**config.mk**
```make
export PLATFORM = sky130hd
export DESIGN_NAME = keyed_count_coalescing_buffer
export DESIGN_NICKNAME = d
export VERILOG_FILES = /design/src/kccb_pkg.sv /design/src/kccb_out_reg.sv /design/src/keyed_count_coalescing_buffer.sv
export SDC_FILE = /design/constraint.sdc
export NUM_CORES = 1
export LEC_CHECK = 0
export BUFFER_PORTS_ARGS = -buffer_cell sky130_fd_sc_hd__buf_4
export CAP_MARGIN = 5
export CORE_MARGIN = 2
export CORE_UTILIZATION = 45
export DETAILED_ROUTE_END_ITERATION = 8
export HOLD_SLACK_MARGIN = 0.12
export PLACE_DENSITY_LB_ADDON = 0.1
export SLEW_MARGIN = 20
export SYNTH_ARGS = -nofsm -noshare
export SYNTH_HDL_FRONTEND = slang
export SYNTH_SLANG_ARGS = --single-unit
```
**constraint.sdc**
```tcl
create_clock -name clk -period 5.7 [get_ports clk]
set_input_delay 1.425 -clock clk [delete_from_list [all_inputs] [get_ports clk]]
set_output_delay 1.425 -clock clk [all_outputs]
set_load 0.05 [all_outputs]
```
**src/kccb_pkg.sv**
```systemverilog
// shared constants and types of the keyed count coalescing buffer
`timescale 1ns / 1ps

package kccb_pkg;

  localparam int ENTRIES_DEFAULT = 10;

  localparam int PID_W     = 22;
  localparam int GRP_W     = 32;
  localparam int CNT_W     = 32;
  localparam int PAYLOAD_W = PID_W + GRP_W + CNT_W;
  localparam int TDATA_W   = ((PAYLOAD_W + 7) / 8) * 8;

  typedef struct packed {
    logic                    last;
    logic signed [CNT_W-1:0] sum;
    logic [GRP_W-1:0]        grp;
    logic [PID_W-1:0]        pid;
  } out_item_t;

endpackage

```
**src/kccb_out_reg.sv**
```systemverilog
// output register stage of the result stream
`timescale 1ns / 1ps

module kccb_out_reg (
  input  logic                          clk,
  input  logic                          rst,
  input  logic                          load,
  input  kccb_pkg::out_item_t           item,
  output logic                          free,
  output logic                          m_tvalid,
  input  logic                          m_tready,
  output logic [kccb_pkg::TDATA_W-1:0]  m_tdata,
  output logic                          m_tlast
);

  // register is free when empty or when its transaction completes this cycle
  assign free = !m_tvalid || m_tready;

  always_ff @(posedge clk) begin
    if (rst) begin
      m_tvalid <= 1'b0;
    end else if (load) begin
      m_tvalid <= 1'b1;
    end else if (m_tready) begin
      m_tvalid <= 1'b0;
    end
  end

  always_ff @(posedge clk) begin
    if (load) begin
      m_tdata <= kccb_pkg::TDATA_W'({item.sum, item.grp, item.pid});
      m_tlast <= item.last;
    end
  end

endmodule

```
**src/keyed_count_coalescing_buffer.sv**
```systemverilog
// top level: keyed event count table with periodic in-order flush
`timescale 1ns / 1ps
// event path: the filled slots are read and their keys compared in order until a hit or the end;
//   events are taken one at a time, the next only after the scan and any flush end, set by the
//   single key read port and the one key comparator that scan the table a slot at a time
// flush: every ENTRIES-th event drains the filled slots one by one, waiting out any output stall
// reset: rst clears the sequencer, both counters and the output valid; table contents stay

module keyed_count_coalescing_buffer #(
  parameter int ENTRIES = kccb_pkg::ENTRIES_DEFAULT
) (
  input  logic                          clk,
  input  logic                          rst,
  // input events
  input  logic                          s_tvalid,
  output logic                          s_tready,
  input  logic [kccb_pkg::TDATA_W-1:0]  s_tdata,   // pid, group_id, count_add, zero pad
  // flushed entries
  output logic                          m_tvalid,
  input  logic                          m_tready,
  output logic [kccb_pkg::TDATA_W-1:0]  m_tdata,   // out_pid, out_group_id, total_count, zero pad
  output logic                          m_tlast    // last
);

  // counter width holds ENTRIES itself, index width addresses the slots
  localparam int CW = $clog2(ENTRIES + 1);
  localparam int IW = (ENTRIES > 1) ? $clog2(ENTRIES) : 1;
  localparam logic [CW-1:0] FULL_CNT = CW'(ENTRIES);

  localparam int PID_W = kccb_pkg::PID_W;
  localparam int GRP_W = kccb_pkg::GRP_W;
  localparam int CNT_W = kccb_pkg::CNT_W;

  typedef enum logic [2:0] {
    S_IDLE,   // ready for the next event
    S_RD,     // issue a key read or finish the scan
    S_CMP,    // compare read key, accumulate on a hit
    S_FRD,    // flush: issue slot read
    S_FOUT    // flush: hand slot to the output register
  } state_t;

  state_t          state;
  logic [CW-1:0]   idx;
  logic [CW-1:0]   entry_count;
  logic [CW-1:0]   event_counter;

  // event being processed
  logic [PID_W-1:0]        key;
  logic [GRP_W-1:0]        grp;
  logic signed [CNT_W-1:0] add;

  // slot table, one write and one read port each
  logic [PID_W-1:0]        key_mem [ENTRIES];
  logic [GRP_W-1:0]        grp_mem [ENTRIES];
  logic signed [CNT_W-1:0] sum_mem [ENTRIES];
  logic [PID_W-1:0]        rd_key;
  logic [GRP_W-1:0]        rd_grp;
  logic signed [CNT_W-1:0] rd_sum;
  logic [IW-1:0]           rd_addr;

  logic                    hit;
  logic                    scan_done;
  logic                    room;
  logic                    bump;
  logic                    flush_go;
  logic [CW-1:0]           event_next;
  logic                    mem_we;
  logic                    mem_new;
  logic [IW-1:0]           wr_addr;
  logic signed [CNT_W-1:0] sum_add;
  logic signed [CNT_W-1:0] sum_wd;

  logic                    out_load;
  logic                    out_free;
  kccb_pkg::out_item_t     out_item;

  assign s_tready = (state == S_IDLE);

  // the one key comparator and the one accumulator adder
  assign rd_addr   = idx[IW-1:0];
  assign hit       = (state == S_CMP) && (rd_key == key);
  assign scan_done = (state == S_RD) && (idx == entry_count);
  assign room      = (entry_count != FULL_CNT);
  assign sum_add   = rd_sum + add;

  // every event ends with either a hit or a finished scan
  assign bump       = hit || scan_done;
  assign event_next = event_counter + CW'(1);
  assign flush_go   = bump && (event_next == FULL_CNT);

  // a new key fills the next free slot while there is room, a hit rewrites its sum in place
  assign mem_we  = hit || (scan_done && room);
  assign mem_new = !hit;
  assign wr_addr = hit ? idx[IW-1:0] : entry_count[IW-1:0];
  assign sum_wd  = hit ? sum_add : add;

  always_ff @(posedge clk) begin
    rd_key <= key_mem[rd_addr];
    rd_grp <= grp_mem[rd_addr];
    rd_sum <= sum_mem[rd_addr];
    if (mem_we) begin
      sum_mem[wr_addr] <= sum_wd;
      if (mem_new) begin
        key_mem[wr_addr] <= key;
        grp_mem[wr_addr] <= grp;
      end
    end
  end

  // flush output: read data of slot idx, last one marked
  assign out_item.pid  = rd_key;
  assign out_item.grp  = rd_grp;
  assign out_item.sum  = rd_sum;
  assign out_item.last = ((idx + CW'(1)) == entry_count);
  assign out_load      = (state == S_FOUT) && out_free;

  always_ff @(posedge clk) begin
    if (rst) begin
      state         <= S_IDLE;
      idx           <= '0;
      entry_count   <= '0;
      event_counter <= '0;
    end else begin
      unique case (state)
        S_IDLE: begin
          if (s_tvalid) begin
            key   <= s_tdata[PID_W-1:0];
            grp   <= s_tdata[PID_W +: GRP_W];
            add   <= s_tdata[PID_W + GRP_W +: CNT_W];
            idx   <= '0;
            state <= S_RD;
          end
        end
        S_RD: begin
          if (scan_done) begin
            // new key; with the table full the data is dropped
            if (room) begin
              entry_count <= entry_count + CW'(1);
            end
            state <= flush_go ? S_FRD : S_IDLE;
          end else begin
            state <= S_CMP;
          end
        end
        S_CMP: begin
          if (hit) begin
            state <= flush_go ? S_FRD : S_IDLE;
          end else begin
            idx   <= idx + CW'(1);
            state <= S_RD;
          end
        end
        S_FRD: begin
          state <= S_FOUT;
        end
        S_FOUT: begin
          if (out_free) begin
            if (out_item.last) begin
              entry_count <= '0;
              idx         <= '0;
              state       <= S_IDLE;
            end else begin
              idx   <= idx + CW'(1);
              state <= S_FRD;
            end
          end
        end
        default: begin
          state <= S_IDLE;
        end
      endcase

      // end of an event: count it and restart the index for scan or flush
      if (bump) begin
        event_counter <= flush_go ? '0 : event_next;
        idx           <= '0;
      end
    end
  end

  kccb_out_reg u_out_reg (
    .clk      (clk),
    .rst      (rst),
    .load     (out_load),
    .item     (out_item),
    .free     (out_free),
    .m_tvalid (m_tvalid),
    .m_tready (m_tready),
    .m_tdata  (m_tdata),
    .m_tlast  (m_tlast)
  );

endmodule

```
# == After elaboration in Yosys (flattened, before gate mapping) ==
# Memory sizes are Yosys's and may differ from the RTL's. A register that Yosys moved wholly into a read port is not among the register bits.
# Index checks and enable logic that the tools add are counted.
# totals
regBits,189
mem_bits_rw,860
in_bits,92
output_inout_bits,91
mem_count,3
# mem_list
name,words,word_bits,read_ports,rd_ports_with_merged_regs,wr,line_no,text
grp_mem,10,32,1,1,1,keyed_count_coalescing_buffer.sv:54,logic [GRP_W-1:0] grp_mem [ENTRIES];
sum_mem,10,32,1,1,1,keyed_count_coalescing_buffer.sv:55,logic signed [CNT_W-1:0] sum_mem [ENTRIES];
key_mem,10,22,1,1,1,keyed_count_coalescing_buffer.sv:53,logic [PID_W-1:0] key_mem [ENTRIES];
# classes
add_sub_neg,4
eq_ne,15
muxes,27
bitwise_logic,1
reduce_logical,18
# op_table
op,count
2-to-1 mux 4 bit,10
adder 32 bit,1
2-to-1 mux 32 bit,1
== test 22 bit,1
one-hot mux 3 bit (5 select lines),1
adder 4 x 1 -> 4 bit (second input constant),3
one-hot mux 4 bit (3 select lines),1
inequality test 2 bit (second input constant),5
== test 4 bit,2
2-to-1 mux 2 bit,4
one-hot mux 4 bit (2 select lines),1
2-to-1 mux 1 bit,7
== test 3 x 2 -> 1 bit (second input constant),2
2-to-1 mux 3 bit,2
logical AND 1 bit,5
AND reduction 5 bit,1
== test 4 bit (second input constant),1
inequality test 4 bit (second input constant),1
AND reduction 4 bit,1
nonzero test 2 bit,2
== test 3 x 1 -> 1 bit (second input constant),1
== test 3 bit (second input constant),1
zero test 3 bit,1
logical OR 1 bit,3
7 further kinds,7

# == Logic depth before layout (Yosys ltp) ==
# Gate-level depths: netlist of run 1.
# logic_depth
word_depth,7
ltp_mapped,12

# == Modules after synthesis ==
# A second synthesis of run 1 with hierarchy kept.
# unflattened
hier_cells,2242
area_unflattened_um2,42932.4
# modules_own_cells
module,n_inst,cells_per_inst,area_each_um2,seq_area_each_um2
keyed_count_coalescing_buffer,1,2148,40254.9,30429.2
kccb_out_reg,1,94,2677.6,2632.5

# == Least setup slack after synthesis of run 1 ==
# Ideal clock, no wire load.
# synth_path
path_type,input to register
start,input m_tready
end,register state[0]
arrival_time_ps,5791
required_ps,5614
path_slack_ps,-177
cell_stages,4
n_path_buf,0
path_cell_list,nor2b_1 nor2_1 o21bai_1 a21oi_1
# synth_via
elab_chain_len,3
# synth_lines
item,line_no,text
start: declaration,keyed_count_coalescing_buffer.sv:20,"input logic m_tready,"
logical OR 1 bit,kccb_out_reg.sv:17,assign free = !m_tvalid || m_tready;
inequality test 2 bit (no source line),n/a,
AND reduction 2 bit (no source line),n/a,
end signal: assignment,keyed_count_coalescing_buffer.sv:140,state <= flush_go ? S_FRD : S_IDLE;
end signal: assignment,keyed_count_coalescing_buffer.sv:147,state <= flush_go ? S_FRD : S_IDLE;
end: declaration,keyed_count_coalescing_buffer.sv:42,state_t state;
# Every way passes these cells.
# A chain may end at the register's enable or synchronous reset.

# == Final worst setup path of run 1 ==
# layout_path
start,register key[12]
end,"memory key_mem[7][9], enable pin"
# layout_via
elab_chain_len,5
# layout_lines
item,line_no,text
start: declaration,keyed_count_coalescing_buffer.sv:48,logic [PID_W-1:0] key;
start signal: assignment,keyed_count_coalescing_buffer.sv:127,key <= s_tdata[PID_W-1:0];
== test 22 bit (*),keyed_count_coalescing_buffer.sv:81,assign hit = (state == S_CMP) && (rd_key == key);
logical AND 1 bit (*),keyed_count_coalescing_buffer.sv:81,
2-to-1 mux 1 bit / logical OR 1 bit (equally long branches),"keyed_count_coalescing_buffer.sv:103, keyed_count_coalescing_buffer.sv:92",
2-to-1 mux 1 bit,keyed_count_coalescing_buffer.sv:101,if (mem_we) begin
2-to-1 mux 1 bit (not written as such),keyed_count_coalescing_buffer.sv:104,key_mem[wr_addr] <= key;
end: declaration,keyed_count_coalescing_buffer.sv:53,
# Mark *: on every way between the ends. The rest lies on a longest branch, timed or not.

==> results.toml, run 1 <==
[cells_and_area]
fin_cells = 3914
layout-drive-gt1-share_pct = 23.07
area_growth_pct = 16.01
fin_area_um2 = 49650
layout.nets = 2676
n_antenna_cell = 0

[power_and_ir_drop]
powerDensity_nw_per_um2 = 352.6
clockPowerShare_pct = 42.2
net-switching-power_w = 0.003667
p_int_w = 0.01384
comb_power_share_pct = 4.2
pwr-share-seq_pct = 53.6
p_leak_nw = 16.17
swShare_pct = 20.94
ir_drop_v = 0.0002228

[sta]
min_period_ns = 4.328
fmax_ghz = 0.2311
fin_crit_sh_pct = 75.93
slew_headroom_pct = 24.21
fin_worst_skew_ns = 0.01438
tns_ns = 0
tightest_slew_ns = 1.132
final_max_slew_viol_count = 0
hold_viol = 0
rsz0062_at_grt = "false"
setup_viol = 0
whs_ns = 0.4023

[floorplanning]
fp.coreArea_um2 = 94590
std_cell_rows = 113
die_x_um = 312.4
die_h_um = 312.4
dieArea_um2 = 97590
initial_core_util_pct = 45.25
io_pins = 183

[clock_tree]
numCtsBuffers = 116
cts_max_path_buffers = 3
cts-root-buf = "clkbuf_16"
clk_pin_slew_ns = 0.06
postCtsSetupBuffers = 0
cts_resized = 0
hold_buffers = 0
cts_sinks = 1135
ctsHtreeMaxLevel = 3
worstSkewPairLatency_ns = 0.69
cts_tree = "yes"

[grt]
use_met2_pct = 32.95
grt_pass1_wl_mm = 141.0
grt_util_all_layers_pct = 19.56
met1_usage_pct = 26.48
grt.busiest_layer = "met2"
use_met3_pct = 3.086
grt_max_degree = 139
grt_pass1_vias = 22110
antenna_found_initial = 2
grt-ovfl-total = 0

[synth]
postSynthAreaPerCell_um2 = 18.38
syn-cell-area_um2 = 42800
syn_inst = 2328
yosys.area_share.adder_pct = 1.099
ys_top_cells_by_area = "edfxtp_1, mux4_2, dfxtp_1, nand2_1, a211oi_1"
synth-xor-area-share_pct = 1.187
synth.largest_area_cell = "edfxtp_1"
synth_compound_area_share_pct = 4.821
synth-seq-cells = 1135
seq_area_frac_synth_pct = 77.25
synthMuxAreaShare_pct = 9.303
synth_common_cells = "edfxtp_1, nand2_1, mux4_2"
post-synth-top-count-cell = "edfxtp_1"
synthSimpleGateAreaFrac_pct = 5.096
synth_top_area_share_pct = 72.48
synth_edf_count = 1033
yosysWarnings = 0
synthDistinctLibCells = 62
synth_top_family_by_area = "multiplexers"
ys.flop_type = "edfxtp_1"
async_reset_ff_share_pct = 0

[drt]
firstDrtPassIters = 6
post_drt_via_cell_ratio = 5.477
wl_per_cell_um = 24.22
ant_nets = 0
routed_wirelength_mm = 94.81
remaining_drc_errors = 0
drtIter0Drc = 1614
vias = 21440

[hold_path]
hold_end = "u_out_reg.m_tdata[33]$_DFFE_PP_"
hold_class = "reg -> reg"
min_path_cells = 0
min_from = "rd_grp[11]$_DFF_P_"

[setup_path]
crit_family = "simple AND/OR/NAND/NOR gates"
worstPathRequired_ns = 6.07
ff2ff_path_depth = 9
startpoint_type = "flop"
crit_arrival_ns = 4.70
worstSetupPathType = "reg -> reg"
rr_endpoint = "key_mem[7][9]$_DFFE_PP_"
regToRegSetupSlack_ns = 1.37
cp_max_fo = 16
cpPeakStageDelay_ns = 0.85
cp_cell_sequence = "xor2_1 > nor4_1 > nand4_1 > or4_1 > nor2_1 > a22o_1 > nand2_1 > nor2_4 > buf_4"
worst_setup_path_end_kind = "flop"
cp_num_buf_inv = 1
r2r_start = "key[12]$_DFFE_PP_"
cp_slowest_cell = "or4_1"

[status]
status = "finished clean"

[placed_design]
port_buffers = 178
placed_area_um2 = 45860
gp_congestion = 0.7763
hpwlAfterDp_mm = 48.79
dp.cells = 3694

[run]
max_cap_violations = 0
-- flip-flops by register name, summed over array words and instances, names as in the netlist --
signal              flops
add                    32
rd_grp                 32
u_out_reg.m_tdata      86
idx                     4
u_out_reg.m_tvalid      1
key                    22
entry_count             4
event_counter           4
state                   3
rd_sum                 32
grp_mem               320
grp                    32
rd_key                 22
sum_mem               320
key_mem               220
u_out_reg.m_tlast       1
-- power by group through the flow --
stage                     registers [W]  clock network, W  logic [W]
after detailed placement        0.00957                 0   0.000733
after global routing            0.00941           0.00791   0.000802
after CTS                       0.00940           0.00758   0.000736
final                           0.00939           0.00738   0.000731
after floorplan                 0.00953                 0   0.000480
after global placement          0.00956                 0   0.000723
-- cell usage in the layout, fill, tap and decap left out, types with 26 or more instances in the layout --
cell type / instances
a211oi_1: 90
a21oi_1: 42
a31oi_1: 92
buf_4: 204
clkbuf_1: 26
clkbuf_16: 117
clkinv_2: 31
dfxtp_1: 99
edfxtp_1: 1033
ha_1: 36
mux4_2: 172
nand2_1: 224
nor2_1: 39
nor2b_1: 91
o21ai_0: 44
xnor2_1: 35
-- how the worst max path moves through the flow --
stage,startpoint,to,depth (start not counted)
6_report,key[12]$_DFFE_PP_,key_mem[7][9]$_DFFE_PP_,9
3_5_place_dp,add[0]$_DFFE_PP_,sum_mem[4][30]$_DFFE_PP_,13
5_1_grt,key[12]$_DFFE_PP_,key_mem[7][18]$_DFFE_PP_,9
3_3_place_gp,key[12]$_DFFE_PP_,key_mem[7][9]$_DFFE_PP_,9
2_1_floorplan,key[5]$_DFFE_PP_,grp_mem[1][0]$_DFFE_PP_,9
4_1_cts,key[12]$_DFFE_PP_,key_mem[7][18]$_DFFE_PP_,9
-- metrics by stage --
| step | power [W] | util (%) | setup WS (ns) |
|---|---|---|---|
| floorplan | 0.01001 | - | 0.8313 |
| global placement | 0.01028 | 48.49 | 1.452 |
| finish | 0.01751 | 52.49 | 1.372 |
| global route | 0.01812 | 52.49 | 1.104 |
| CTS | 0.01771 | 52.48 | 1.331 |
| detailed placement | 0.01030 | 48.49 | 1.353 |
-- per-layer routing --
layer	vias to the layer above	share of wire (%)
met4	0	2.1
met3	129	4.5
met2	462	51
met1	11160	43
met5	-	0
li1	9684	-
-- logic make-up (layout without fill, tap and decap cells) --
logic type / Yosys count / in the layout
muxes: 182 / 182
DFF: 1135 / 1135
adders and majority gates: 37 / 37
buffers and inverters: 138 / 458
and+or+nand+nor: 460 / 460
xor gates and xnor gates: 58 / 58
other: 1 / 2
AOI/OAI and AO/OA: 317 / 317
-- layout make-up --
type,count,area [um2]
Multi-Input combinational cell,1056,9338
Tap cell,1265,1583
Timing Repair Buffer,217,1792
Inverter,21,85.08
Clock buffer,163,3301
Clock inverter,57,479.2
Fill cell,7579,44940
Sequential cell,1135,33070
(Power assumes the default switching activity.)
==> run 2, diff against run 1 <==
clock period = 4.54 ns   (was 5.7 ns; I/O delays follow)
==> run 2 against run 1 <==
Utilization up 0.13 points. Highest routed layer unchanged. Non-clock buffer count up 15. Largest power group unchanged. Design area up 0.26%.
==> results.toml, run 2 (synthesized netlist as in run 1, its figures left out) <==
[sta]
tightest_slew_ns = 1.056
hold_viol = 0
rsz0062_at_grt = "false"
tns_ns = 0
setup_viol = 0
whs_ns = 0.4023
fin_crit_sh_pct = 89.63
final_max_slew_viol_count = 0
fin_worst_skew_ns = 0.02751
min_period_ns = 4.069
slew_headroom_pct = 28.85
fmax_ghz = 0.2457

[hold_path]
min_path_cells = 0
hold_end = "u_out_reg.m_tdata[22]$_DFFE_PP_"
hold_class = "reg -> reg"
min_from = "rd_grp[0]$_DFF_P_"

[power_and_ir_drop]
p_leak_nw = 16.18
ir_drop_v = 0.0002848
powerDensity_nw_per_um2 = 440.1

[clock_tree]
cts_tree = "yes"
cts_max_path_buffers = 3
hold_buffers = 0
cts-root-buf = "clkbuf_16"
numCtsBuffers = 116
postCtsSetupBuffers = 0
cts_sinks = 1135
cts_resized = 0
worstSkewPairLatency_ns = 0.69
ctsHtreeMaxLevel = 3
clk_pin_slew_ns = 0.06

[grt]
grt-ovfl-total = 0
grt_pass1_vias = 22630
grt_max_degree = 128
grt_pass1_wl_mm = 142.8
grt_util_all_layers_pct = 19.61
antenna_found_initial = 1

[cells_and_area]
fin_cells = 3925
layout.cells.most_common = "edfxtp_1"
utilization_pct = 52.63
fin_area_um2 = 49780
multi_input_area_um2 = 9336
layout-drive-gt1-share_pct = 22.86
layout.nets = 2691
mostFrequentLayoutCells = "edfxtp_1, nand2_1, buf_4, mux4_2, clkbuf_16"
reg_top3 = "grp_mem x320, sum_mem x320, key_mem x220"
n_antenna_cell = 0
seqCellArea_um2 = 33070
area_growth_pct = 16.31
nFillCells = 7583

[placed_design]
port_buffers = 178
dp.cells = 3709
hpwlAfterDp_mm = 50.28
placed_area_um2 = 46090
gp_congestion = 0.7953

[drt]
firstDrtPassIters = 5
wl_met3_mm = 4.200
ant_nets = 0
wl_met1_mm = 41.38
routed_wirelength_mm = 95.08
wl_met2_mm = 47.62
remaining_drc_errors = 0
top_layer = "met4"
vias = 21670
drtIter0Drc = 1762
wl_per_cell_um = 24.22
post_drt_via_cell_ratio = 5.522

[setup_path]
cp_slowest_cell = "o21ai_0"
crit_family = "compound AO/OA/AOI/OAI gates"
worst_setup_path_end_kind = "flop"
cp_num_buf_inv = 2
worstPathRequired_ns = 4.89
crit_arrival_ns = 4.42
regToRegSetupSlack_ns = 0.47
cp_max_fo = 10
cpPeakStageDelay_ns = 0.77
cp_cell_sequence = "ha_1 > inv_1 > fa_1 > nor2b_1 > o31a_1 > o21ai_1 > a21oi_1 > buf_4 > a211oi_1 > a22oi_1 > a311oi_1 > xnor2_1 > o21ai_0"
ff2ff_path_depth = 13
r2r_start = "add[0]$_DFFE_PP_"
worstSetupPathType = "reg -> reg"
startpoint_type = "flop"
rr_endpoint = "sum_mem[0][30]$_DFFE_PP_"

[status]
status = "finished clean"

[floorplanning]
std_cell_rows = 113
die_h_um = 312.4
initial_core_util_pct = 45.25
die_x_um = 312.4
dieArea_um2 = 97590
fp.coreArea_um2 = 94590
io_pins = 183

[run]
max_cap_violations = 0
run 2: per-layer routing:
metal | track usage, % | vias up
met5 | 0 | -
met4 | 5.354 | 0
met3 | 2.727 | 123
met2 | 33.22 | 502
met1 | 26.75 | 11320
li1 | - | 9726
run 2: metrics by stage:
step                      worst slack, ns  power, W
after floorplan                   -0.3287   0.01256
after global placement             0.4588   0.01294
after detailed placement           0.3940   0.01297
after CTS                          0.3698   0.02217
after global routing              0.05296   0.02266
final                              0.4706   0.02191
run 2: where the power goes:
group / leakage, nW / switching [W] / internal, W
Clock: 1.79 / 0.00387 / 0.00531
Sequential: 10.2 / 0.000161 / 0.0116
Combinational: 4.21 / 0.000545 / 0.000390
Total: 16.2 / 0.00458 / 0.0173
run 2: worst max-delay path by stage:
| stage | start | cells past startpoint | slack [ns] | end |
|---|---|---|---|---|
| final | add[0]$_DFFE_PP_ | 13 | 0.47 | sum_mem[0][30]$_DFFE_PP_ |
| after floorplan | key[5]$_DFFE_PP_ | 9 | -0.33 | grp_mem[1][0]$_DFFE_PP_ |
| after detailed placement | add[0]$_DFFE_PP_ | 13 | 0.39 | sum_mem[0][30]$_DFFE_PP_ |
| after global routing | add[0]$_DFFE_PP_ | 13 | 0.05 | sum_mem[0][30]$_DFFE_PP_ |
| after global placement | add[0]$_DFFE_PP_ | 13 | 0.46 | sum_mem[2][30]$_DFFE_PP_ |
| after CTS | add[0]$_DFFE_PP_ | 13 | 0.37 | sum_mem[0][30]$_DFFE_PP_ |
run 2: area by class of cell:
cell class | instances | share of cell area, %
clock buffers | 156 | 6.317
flip-flops and latches | 1135 | 66.44
repair buffers | 232 | 4.052
multi-input cells | 1056 | 18.76
well taps | 1265 | 3.180
inverters | 21 | 0.1709
clock inverters | 60 | 1.083
